===== src/hw/rtl/bdq_pkg.sv =====
// bdq_pkg: shared types and codes for the bounded double-ended queue.
// Used by bdq_front, bdq_back and bounded_double_ended_queue.
// No dependencies.
package bdq_pkg;

    // command codes on the cmd port
    localparam logic [2:0] CMD_PUSH_FRONT = 3'd0;
    localparam logic [2:0] CMD_PUSH_BACK  = 3'd1;
    localparam logic [2:0] CMD_POP_FRONT  = 3'd2;
    localparam logic [2:0] CMD_POP_BACK   = 3'd3;
    localparam logic [2:0] CMD_DUMP       = 3'd4;

    // result status codes
    localparam logic [1:0] ST_OK    = 2'd0;
    localparam logic [1:0] ST_EMPTY = 2'd1;
    localparam logic [1:0] ST_FULL  = 2'd2;

    // classified operation as carried from front to back
    typedef enum logic [2:0] {
        OP_PUSH_FRONT,
        OP_PUSH_BACK,
        OP_POP_FRONT,
        OP_POP_BACK,
        OP_DUMP,
        OP_NOP
    } op_t;

    typedef struct packed {
        op_t                op;
        logic signed [31:0] value;
    } op_beat_t;

    // head of the command queue as seen by the back end
    typedef struct packed {
        logic     valid;
        op_beat_t beat;
    } queue_head_t;

    typedef enum logic [1:0] {
        BK_EXEC,
        BK_DUMP,
        BK_DRAIN
    } back_state_t;

endpackage


===== src/hw/rtl/bdq_ram.sv =====
// bdq_ram: generic single-write, single-read RAM with registered read data.
// Holds the ring store of the queue. No dependencies.
module bdq_ram #(
    parameter int WIDTH = 32,
    parameter int DEPTH = 64
) (
    input  logic                     clk,
    input  logic                     we,
    input  logic [$clog2(DEPTH)-1:0] waddr,
    input  logic [WIDTH-1:0]         wdata,
    input  logic                     re,
    input  logic [$clog2(DEPTH)-1:0] raddr,
    output logic [WIDTH-1:0]         rdata
);

    logic [WIDTH-1:0] mem [DEPTH];

    always_ff @(posedge clk)
    begin
        if (we)
        begin
            mem[waddr] <= wdata;
        end
        if (re)
        begin
            rdata <= mem[raddr];
        end
    end

endmodule


===== src/hw/rtl/bdq_front.sv =====
// bdq_front: accepts commands, classifies them and holds them in a
// two-entry queue for the back end. Depends on bdq_pkg.
module bdq_front (
    input  logic                 clk,
    input  logic                 rst_n,
    input  logic                 start,
    output logic                 busy,
    input  logic [2:0]           cmd,
    input  logic signed [31:0]   value,
    output bdq_pkg::queue_head_t head,
    input  logic                 take
);

    bdq_pkg::op_beat_t q_reg [2];
    logic              wr_ptr_reg, wr_ptr_next;
    logic              rd_ptr_reg, rd_ptr_next;
    logic [1:0]        cnt_reg, cnt_next;
    logic              push;
    logic              pop;
    bdq_pkg::op_t      op_dec;

    always_comb
    begin
        unique case (cmd)
            bdq_pkg::CMD_PUSH_FRONT: op_dec = bdq_pkg::OP_PUSH_FRONT;
            bdq_pkg::CMD_PUSH_BACK:  op_dec = bdq_pkg::OP_PUSH_BACK;
            bdq_pkg::CMD_POP_FRONT:  op_dec = bdq_pkg::OP_POP_FRONT;
            bdq_pkg::CMD_POP_BACK:   op_dec = bdq_pkg::OP_POP_BACK;
            bdq_pkg::CMD_DUMP:       op_dec = bdq_pkg::OP_DUMP;
            default:                 op_dec = bdq_pkg::OP_NOP;
        endcase
    end

    assign busy = cnt_reg[1];
    assign push = start && !busy;
    assign pop  = take && (cnt_reg != 2'd0);

    assign head.valid = (cnt_reg != 2'd0);
    assign head.beat  = q_reg[rd_ptr_reg];

    always_comb
    begin
        wr_ptr_next = push ? !wr_ptr_reg : wr_ptr_reg;
        rd_ptr_next = pop ? !rd_ptr_reg : rd_ptr_reg;
        cnt_next    = cnt_reg + 2'(push) - 2'(pop);
    end

    always_ff @(posedge clk or negedge rst_n)
    begin
        if (!rst_n)
        begin
            wr_ptr_reg <= 1'b0;
            rd_ptr_reg <= 1'b0;
            cnt_reg    <= 2'd0;
        end
        else
        begin
            wr_ptr_reg <= wr_ptr_next;
            rd_ptr_reg <= rd_ptr_next;
            cnt_reg    <= cnt_next;
        end
    end

    always_ff @(posedge clk)
    begin
        if (push)
        begin
            q_reg[wr_ptr_reg].op    <= op_dec;
            q_reg[wr_ptr_reg].value <= value;
        end
    end

endmodule


===== src/hw/rtl/bdq_back.sv =====
// bdq_back: executes queued operations on the ring store and forms results.
// Depends on bdq_pkg and bdq_ram.
module bdq_back #(
    parameter int DEPTH = 64
) (
    input  logic                 clk,
    input  logic                 rst_n,
    input  bdq_pkg::queue_head_t head,
    output logic                 take,
    output logic                 strobe,
    output logic [1:0]           status,
    output logic signed [31:0]   word,
    output logic                 last
);

    localparam int AW = $clog2(DEPTH);
    localparam int CW = $clog2(DEPTH + 1);
    localparam int SW = AW + 2;

    bdq_pkg::back_state_t state_reg, state_next;
    logic [AW-1:0] front_reg, front_next;
    logic [CW-1:0] count_reg, count_next;
    logic [AW-1:0] dump_ptr_reg, dump_ptr_next;
    logic [CW-1:0] dump_left_reg, dump_left_next;
    logic          res_valid_reg, res_valid_next;
    logic [1:0]    res_status_reg, res_status_next;
    logic          res_last_reg, res_last_next;
    logic          res_ram_reg, res_ram_next;

    logic          ram_we;
    logic [AW-1:0] ram_waddr;
    logic [31:0]   ram_wdata;
    logic          ram_re;
    logic [31:0]   ram_rdata;

    logic          full;
    logic          empty;
    logic [AW-1:0] front_dec;
    logic [AW-1:0] front_inc;
    logic [AW-1:0] dump_inc;
    logic [SW-1:0] back_sum;
    logic [AW-1:0] back_idx;

    assign full  = (count_reg == CW'(DEPTH));
    assign empty = (count_reg == '0);

    assign front_dec = (front_reg == '0) ? AW'(DEPTH - 1) : front_reg - 1'b1;
    assign front_inc = (front_reg == AW'(DEPTH - 1)) ? '0 : front_reg + 1'b1;
    assign dump_inc  = (dump_ptr_reg == AW'(DEPTH - 1)) ? '0 : dump_ptr_reg + 1'b1;

    // front + count stays below twice the depth: one compare and subtract wraps it
    always_comb
    begin
        back_sum = SW'(front_reg) + SW'(count_reg);
        if (back_sum >= SW'(DEPTH))
        begin
            back_sum = back_sum - SW'(DEPTH);
        end
        back_idx = back_sum[AW-1:0];
    end

    assign take = (state_reg == bdq_pkg::BK_EXEC) && head.valid;

    always_comb
    begin
        state_next      = state_reg;
        front_next      = front_reg;
        count_next      = count_reg;
        dump_ptr_next   = dump_ptr_reg;
        dump_left_next  = dump_left_reg;
        res_valid_next  = 1'b0;
        res_status_next = bdq_pkg::ST_OK;
        res_last_next   = 1'b1;
        res_ram_next    = 1'b0;
        ram_we          = 1'b0;
        ram_waddr       = front_dec;
        ram_wdata       = head.beat.value;
        ram_re          = 1'b0;

        unique case (state_reg)
            bdq_pkg::BK_EXEC:
            begin
                if (head.valid)
                begin
                    res_valid_next = 1'b1;
                    unique case (head.beat.op)
                        bdq_pkg::OP_PUSH_FRONT:
                        begin
                            if (full)
                            begin
                                res_status_next = bdq_pkg::ST_FULL;
                            end
                            else
                            begin
                                ram_we     = 1'b1;
                                ram_waddr  = front_dec;
                                front_next = front_dec;
                                count_next = count_reg + 1'b1;
                            end
                        end
                        bdq_pkg::OP_PUSH_BACK:
                        begin
                            if (full)
                            begin
                                res_status_next = bdq_pkg::ST_FULL;
                            end
                            else
                            begin
                                ram_we     = 1'b1;
                                ram_waddr  = back_idx;
                                count_next = count_reg + 1'b1;
                            end
                        end
                        bdq_pkg::OP_POP_FRONT:
                        begin
                            if (empty)
                            begin
                                res_status_next = bdq_pkg::ST_EMPTY;
                            end
                            else
                            begin
                                front_next = front_inc;
                                count_next = count_reg - 1'b1;
                            end
                        end
                        bdq_pkg::OP_POP_BACK:
                        begin
                            if (empty)
                            begin
                                res_status_next = bdq_pkg::ST_EMPTY;
                            end
                            else
                            begin
                                count_next = count_reg - 1'b1;
                            end
                        end
                        bdq_pkg::OP_DUMP:
                        begin
                            if (empty)
                            begin
                                res_status_next = bdq_pkg::ST_EMPTY;
                            end
                            else
                            begin
                                // beats come from the read loop instead
                                res_valid_next = 1'b0;
                                dump_ptr_next  = front_reg;
                                dump_left_next = count_reg;
                                state_next     = bdq_pkg::BK_DUMP;
                            end
                        end
                        default:
                        begin
                            res_status_next = bdq_pkg::ST_OK;
                        end
                    endcase
                end
            end
            bdq_pkg::BK_DUMP:
            begin
                // read issued now, data lands with the result beat next cycle
                ram_re         = 1'b1;
                res_valid_next = 1'b1;
                res_ram_next   = 1'b1;
                res_last_next  = (dump_left_reg == CW'(1));
                dump_ptr_next  = dump_inc;
                dump_left_next = dump_left_reg - 1'b1;
                if (dump_left_reg == CW'(1))
                begin
                    state_next = bdq_pkg::BK_DRAIN;
                end
            end
            bdq_pkg::BK_DRAIN:
            begin
                // final dump beat is on the outputs; keep the result slot free
                state_next = bdq_pkg::BK_EXEC;
            end
            default:
            begin
                state_next = bdq_pkg::BK_EXEC;
            end
        endcase
    end

    always_ff @(posedge clk or negedge rst_n)
    begin
        if (!rst_n)
        begin
            state_reg     <= bdq_pkg::BK_EXEC;
            front_reg     <= '0;
            count_reg     <= '0;
            dump_ptr_reg  <= '0;
            dump_left_reg <= '0;
            res_valid_reg <= 1'b0;
        end
        else
        begin
            state_reg     <= state_next;
            front_reg     <= front_next;
            count_reg     <= count_next;
            dump_ptr_reg  <= dump_ptr_next;
            dump_left_reg <= dump_left_next;
            res_valid_reg <= res_valid_next;
        end
    end

    always_ff @(posedge clk)
    begin
        res_status_reg <= res_status_next;
        res_last_reg   <= res_last_next;
        res_ram_reg    <= res_ram_next;
    end

    bdq_ram #(
        .WIDTH (32),
        .DEPTH (DEPTH)
    ) u_ram (
        .clk   (clk),
        .we    (ram_we),
        .waddr (ram_waddr),
        .wdata (ram_wdata),
        .re    (ram_re),
        .raddr (dump_ptr_reg),
        .rdata (ram_rdata)
    );

    assign strobe = res_valid_reg;
    assign status = res_status_reg;
    assign last   = res_last_reg;
    assign word   = res_ram_reg ? $signed(ram_rdata) : 32'sd0;

endmodule


===== src/hw/rtl/bounded_double_ended_queue.sv =====
// bounded_double_ended_queue: top level of the bounded deque of 32-bit words.
// Depends on bdq_pkg, bdq_front, bdq_back (and bdq_ram through bdq_back).
//
// Usage:
//   Command channel: drive cmd/value and raise start; the beat is taken at
//   a rising edge with start high and busy low. busy rises when the
//   two-entry command queue between front and back end is full.
//   Result channel: each result beat shows on status/word/last for exactly
//   one cycle with strobe high. The receiver cannot stall this channel.
//   Path: a push, pop or unused-code command passes the command queue,
//   then its result is registered; the first word of a dump also passes
//   the dump state and the registered ring-store read. Any wait in the
//   command queue comes on top. The back end takes a new push, pop or
//   unused code while in its exec state. A dump holds it: one ring-store
//   read per word on the single read port, then a drain state; a dump of
//   an empty queue returns one ST_EMPTY result and holds nothing.
//   Reset: rst_n low empties the queue and the command queue; stored words
//   are not cleared, only the front index and count.
module bounded_double_ended_queue #(
    parameter int DEPTH = 64
) (
    input  logic                clk,
    input  logic                rst_n,
    input  logic                start,
    output logic                busy,
    input  logic [2:0]          cmd,
    input  logic signed [31:0]  value,
    output logic                strobe,
    output logic [1:0]          status,
    output logic signed [31:0]  word,
    output logic                last
);

    bdq_pkg::queue_head_t head;
    logic                 take;

    bdq_front u_front (
        .clk   (clk),
        .rst_n (rst_n),
        .start (start),
        .busy  (busy),
        .cmd   (cmd),
        .value (value),
        .head  (head),
        .take  (take)
    );

    bdq_back #(
        .DEPTH (DEPTH)
    ) u_back (
        .clk    (clk),
        .rst_n  (rst_n),
        .head   (head),
        .take   (take),
        .strobe (strobe),
        .status (status),
        .word   (word),
        .last   (last)
    );

endmodule

===== config.mk =====
export PLATFORM = sky130hd
export DESIGN_NAME = bounded_double_ended_queue
export DESIGN_NICKNAME = d
export VERILOG_FILES = /design/src/hw/rtl/bdq_pkg.sv /design/src/hw/rtl/bdq_ram.sv /design/src/hw/rtl/bdq_front.sv /design/src/hw/rtl/bdq_back.sv /design/src/hw/rtl/bounded_double_ended_queue.sv
export SDC_FILE = /design/constraint.sdc
export NUM_CORES = 2
export LEC_CHECK = 0
export BUFFER_PORTS_ARGS = -buffer_cell sky130_fd_sc_hd__buf_2
export CORE_UTILIZATION = 45
export DETAILED_ROUTE_END_ITERATION = 7
export GPL_TIMING_DRIVEN = 0
export PLACE_DENSITY = 0.59
export SLEW_MARGIN = 25
export SYNTH_ARGS = -nofsm -noshare
export SYNTH_HDL_FRONTEND = slang
export SYNTH_SLANG_ARGS = --single-unit

===== constraint.sdc =====
create_clock -name clk -period 6.37 [get_ports clk]
set_clock_uncertainty 0.15 [all_clocks]
set_input_delay 0.637 -clock clk [delete_from_list [all_inputs] [get_ports clk]]
set_output_delay 0.637 -clock clk [all_outputs]
set_load 0.05 [all_outputs]

# Yosys cells after proc, flatten, opt, wreduce, memory -nomap -nowiden
# Memories as Yosys holds them, arrays and structs flattened. A register that Yosys moved wholly into a read port is not among the register bits.
# Index checks and enable logic that the tools add are counted.
# totals
n_memories	2
register_bits	37
input_bits	38
wordCells	114
mem_bits_rw	2118
# op_classes
order_cmp	1
n_reduce_logical	23
eq_ne	21
muxes	45
addsub	10
# mem_list
memory	words	width	rd	rd_ports_with_merged_regs	wr	line_no	text
u_back.u_ram.mem	64	32	1	1	1	bdq_ram.sv:16	logic [WIDTH-1:0] mem [DEPTH];
u_front.q_reg	2	35	1	0	1	bdq_front.sv:14	bdq_pkg::op_beat_t q_reg [2];
# op_table
cell	count
6-bit 2-to-1 mux	13
7-bit 2-to-1 mux	5
32-bit 2-to-1 mux	1
7-bit case mux with 2 select lines	2
6-bit case mux with 2 select lines	2
3-bit case mux with 5 select lines	1
7-bit by 1-bit subtractor with 7-bit output, second input constant	2
1-bit 2-to-1 mux	13
6-bit by 1-bit adder with 6-bit output, second input constant	2
3-bit by 2-bit == test with 1-bit output, second input constant	4
6-bit == test, second input constant	2
2-bit != test, second input constant	6
6-bit by 1-bit subtractor with 6-bit output, second input constant	2
2-bit 2-to-1 mux	5
5-bit AND reduction	2
6-bit by 7-bit adder with 8-bit output	1
8-bit by 7-bit >= comparator with 1-bit output, second input constant	1
2-bit case mux with 2 select lines	2
4-bit AND reduction	2
2-bit nonzero test	4
7-bit by 1-bit adder with 7-bit output, second input constant	1
7-bit by 1-bit == test with 1-bit output, second input constant	1
7-bit == test, second input constant	1
7-bit logical NOT	1
15 further kinds	24

# Longest topological paths before layout
# An unclocked memory read counts as a cell.
# logic_depth
ltp_word	8
ltp_mapped	11
mapped_depth_nobuf	9

# Hierarchy
# From an unflattened synthesis, not the netlist that was laid out.
# unflattened
cells_unflattened	3762
area_unflattened_um2	84347.1
# by_module_without_submodules
module	area_per_inst_um2	n_inst	cells_per_inst
bdq_ram	78835.6	1	3324
bdq_front	2889.0	1	129
bdq_back	2622.5	1	309

# Least setup slack after synthesis
# No wires, ideal clock.
# synth_path
path_type	register to register
from	reg u_back.front_reg[0]
to	mem u_back.u_ram.mem[40][0] (enable)
required_time_ns	5.788
path_stages_with_launch	8
period_less_slack_ns	4.474
slack_ns	1.896
setup_time_ns	0.432
path_buffers	0
arrival_ns	3.892
path_cell_list	dfrtp_1 ha_1 fa_1 and3_1 or3_1 a211oi_1 nand4_1 a21oi_1
# synth_via
elab_chain_len	7
elab_cells_between_ends	11
cone_classes	add/sub: 3; order compare: 1; mux: 6; reduce/logical: 1
# synth_rtl
element	line_no	text
from (decl)	bdq_back.sv:21	logic [AW-1:0] front_reg, front_next;
from (signal assigned)	bdq_back.sv:199	front_reg <= front_next;
6-bit by 7-bit adder with 8-bit output	bdq_back.sv:54	back_sum = SW'(front_reg) + SW'(count_reg);
8-bit by 7-bit >= comparator with 1-bit output / 6-bit by 1-bit subtractor with 6-bit output (equally long branches)	bdq_back.sv:55, bdq_back.sv:57	
6-bit 2-to-1 mux	bdq_back.sv:55	if (back_sum >= SW'(DEPTH))
6-bit 2-to-1 mux	bdq_back.sv:103	if (full)
6-bit 2-to-1 mux	-	
6-bit 2-to-1 mux	bdq_back.sv:83	if (head.valid)
6-bit 2-to-1 mux (*)	bdq_back.sv:80	unique case (state_reg)
to (decl)	bdq_ram.sv:16	
# Mark *: on every way between the ends. The rest lies on a longest branch, timed or not.

==> metrics.yaml <==
status: "completed"
timing.fmax_mhz: 184
gr-total-overflow: 0
path_clk_slew_ns: 0.06
nFillCells: 14100
grt_pass1_vias: 43900
synth.top_cell.area_share: 0.764
cts-root-buf: "clkbuf_16"
drtPass1Iterations: 8
start_util: 0.454
post_cts_buffers: 0
startpoint: "u_back.dump_ptr_reg[1]$_DFFE_PN0P_"
antenna_found_initial: 13
layout.cells.non_filler: 7074
yosys-top-cells-count: "edfxtp_1 (2,150), mux4_2 (477), a21oi_1 (124)"
die_w_um: 435
hold_class: "primary input to flip-flop"
largest_reg_flops: 2048
finalSetupTns_ns: 0
hold_depth: 3
place_hpwl_mm: 177
cts_tree: "done"
grt_max_degree: 65
worstMarginPinSlew_ns: 1.25
p_leak_nw: 31.9
worstHoldEndpoint: "u_front.wr_ptr_reg$_DFFE_PN0P_"
setup_viol: 0
yosysMostFrequentCell: "edfxtp_1"
vias: 44800
yosysSeqAreaShare: 0.775
wl_per_cell_um: 36.4
finalCritPeriodShare: 0.855
coreArea_mm2: 0.186
dieArea_mm2: 0.189
clock_sink_count: 2187
reg2reg_to: "u_back.u_ram.rdata[12]$_DFFE_PP_"
syn-num-nets: 3969
path_class: "flip-flop to flip-flop"
hold_slack_ns: 0.127
slew_headroom: 0.169
syn_inst: 3911
drv_slew: 0
grt_pass1_wl_mm: 355
crit_arrival_ns: 5.86
final_antenna_net_count: 0
synth-edff-count: 2150
detail_route.vias_per_cell: 6.34
pre_cts_ws_ns: 1.05
ios: 75
gr-usage-met1: 0.374
postRouteWirelength_mm: 258
syn_area_mm2: 0.0845
end_kind: "flip-flop"
synth_warnings: 0
ys_ff_latch: 2187
io_buffers: 74
setup_slack_ns: 0.921
drc_errors: 0
top_usage_layer: "met2"
gr-usage-met3: 0.0627
r2r_slack_ns: 0.92
synth_cell_types: 70
drive_above_1_share: 0.279
fin_crit_ns: 5.45
vdd_ir_drop_max_mv: 0.378
clock_path_buffers: 3
grt_use_met2: 0.418
multi_input_area_mm2: 0.0189
ff2ff_path_depth: 8
crit_fanout: 10
layout.nets: 4470
htreeDepth: 4
ys_dominant_reg_cell: "edfxtp_1"
hold_violations: 0
seq_area_mm2: 0.0655
critical_path.startpoint_type: "flip-flop"
dp_cells: 6632
r2r-start: "u_back.dump_ptr_reg[1]$_DFFE_PN0P_"
drv_cap: 0
clk_latency_ns: 0.87
power.density_mw_per_mm2: 476
synth-async-reset-ratio: 0.0151
rsz0062_at_grt: "no"
syn_to_final_growth_pct: 18.7
required_ns: 6.78
grt.total_usage: 0.272
syn_avg_cell_area_um2: 21.6
cts_buffers: 221
row_count: 158
drt_iter0_drc: 7066
fp.dieH_um: 435
gp_congestion: 0.938
yosysTopAreaCell: "edfxtp_1"
synth_area_leaders: "edfxtp_1 (76%), mux4_2 (13%), mux2i_1 (1.2%)"
hp-start: "start"
routing by layer:
layer | up-vias | share of wire
li1 | 17700 | -
met1 | 24100 | 0.39
met2 | 2558 | 0.46
met3 | 472 | 0.098
met4 | 6 | 0.048
met5 | - | 0.00018
cell usage in the layout, fill, tap and decap left out, types with 59 or more instances in the layout:
| cell | n |
|---|---|
| clkbuf_1 | 158 |
| mux2i_1 | 98 |
| a21oi_4 | 64 |
| mux4_2 | 477 |
| nand2_1 | 88 |
| buf_16 | 127 |
| buf_2 | 157 |
| edfxtp_1 | 2150 |
| a21oi_1 | 59 |
| a22oi_1 | 82 |
| clkbuf_16 | 223 |
report_power, final:
part	switching, W	total [W]	internal [W]
sequential	0.000226	0.0181	0.0179
clock	0.00554	0.0126	0.00708
combinational	0.0118	0.0170	0.00518
total	0.0176	0.0477	0.0301
timing repair:
action / 4_1_cts / 5_1_grt
endpoints found under the setup margin: 0 / 0
hold buffers: 37 / 0
endpoints found under the hold margin: 103 / 0
resized for setup: 0 / 0
through the flow:
step	total power [W]	util	cell area, µm²
6_report	0.0477	0.539	100000
2_1_floorplan	0.0273	-	84500
5_1_grt	0.0489	0.539	100000
3_3_place_gp	0.0344	0.473	88000
3_5_place_dp	0.0352	0.500	92900
4_1_cts	0.0477	0.539	100000
cells by family after synthesis:
family	Yosys count	synth area share
compound gates	495	0.0421
xor+xnor	14	0.00145
fa+ha+maj	20	0.00314
buf+inv	242	0.0120
flops	2187	0.775
mux	643	0.148
simple gates	310	0.0185
worst max-delay path, cell delays in order, from the launching register on:
cell and delay, ns:
dfrtp_1 0.35, buf_2 0.32, clkbuf_1 0.79, clkbuf_1 0.88, buf_2 0.75, mux2i_1 0.23, a21oi_1 0.63, a21oi_1 0.38
a221oi_1 0.63
layout make-up:
cell class                      instances  area share
Sequential cell                      2187       0.653
Multi-Input combinational cell       1482       0.188
Clock buffer                          294      0.0592
Timing Repair Buffer                  278      0.0477
Tap cell                             2480      0.0309
Clock inverter                        109      0.0105
Buffer                                219     0.00963
Inverter                               23    0.000873
Antenna cell                            2   0.0000499
worst max path at each step:
stage / end
6_report: u_back.u_ram.rdata[12]$_DFFE_PP_
5_1_grt: u_back.u_ram.rdata[23]$_DFFE_PP_
4_1_cts: u_back.u_ram.rdata[23]$_DFFE_PP_
3_5_place_dp: u_back.u_ram.rdata[23]$_DFFE_PP_
3_3_place_gp: u_back.u_ram.mem[40][4]$_DFFE_PP_
2_1_floorplan: u_back.u_ram.mem[40][0]$_DFFE_PP_
No activity file was read; power rests on OpenSTA's default activity.
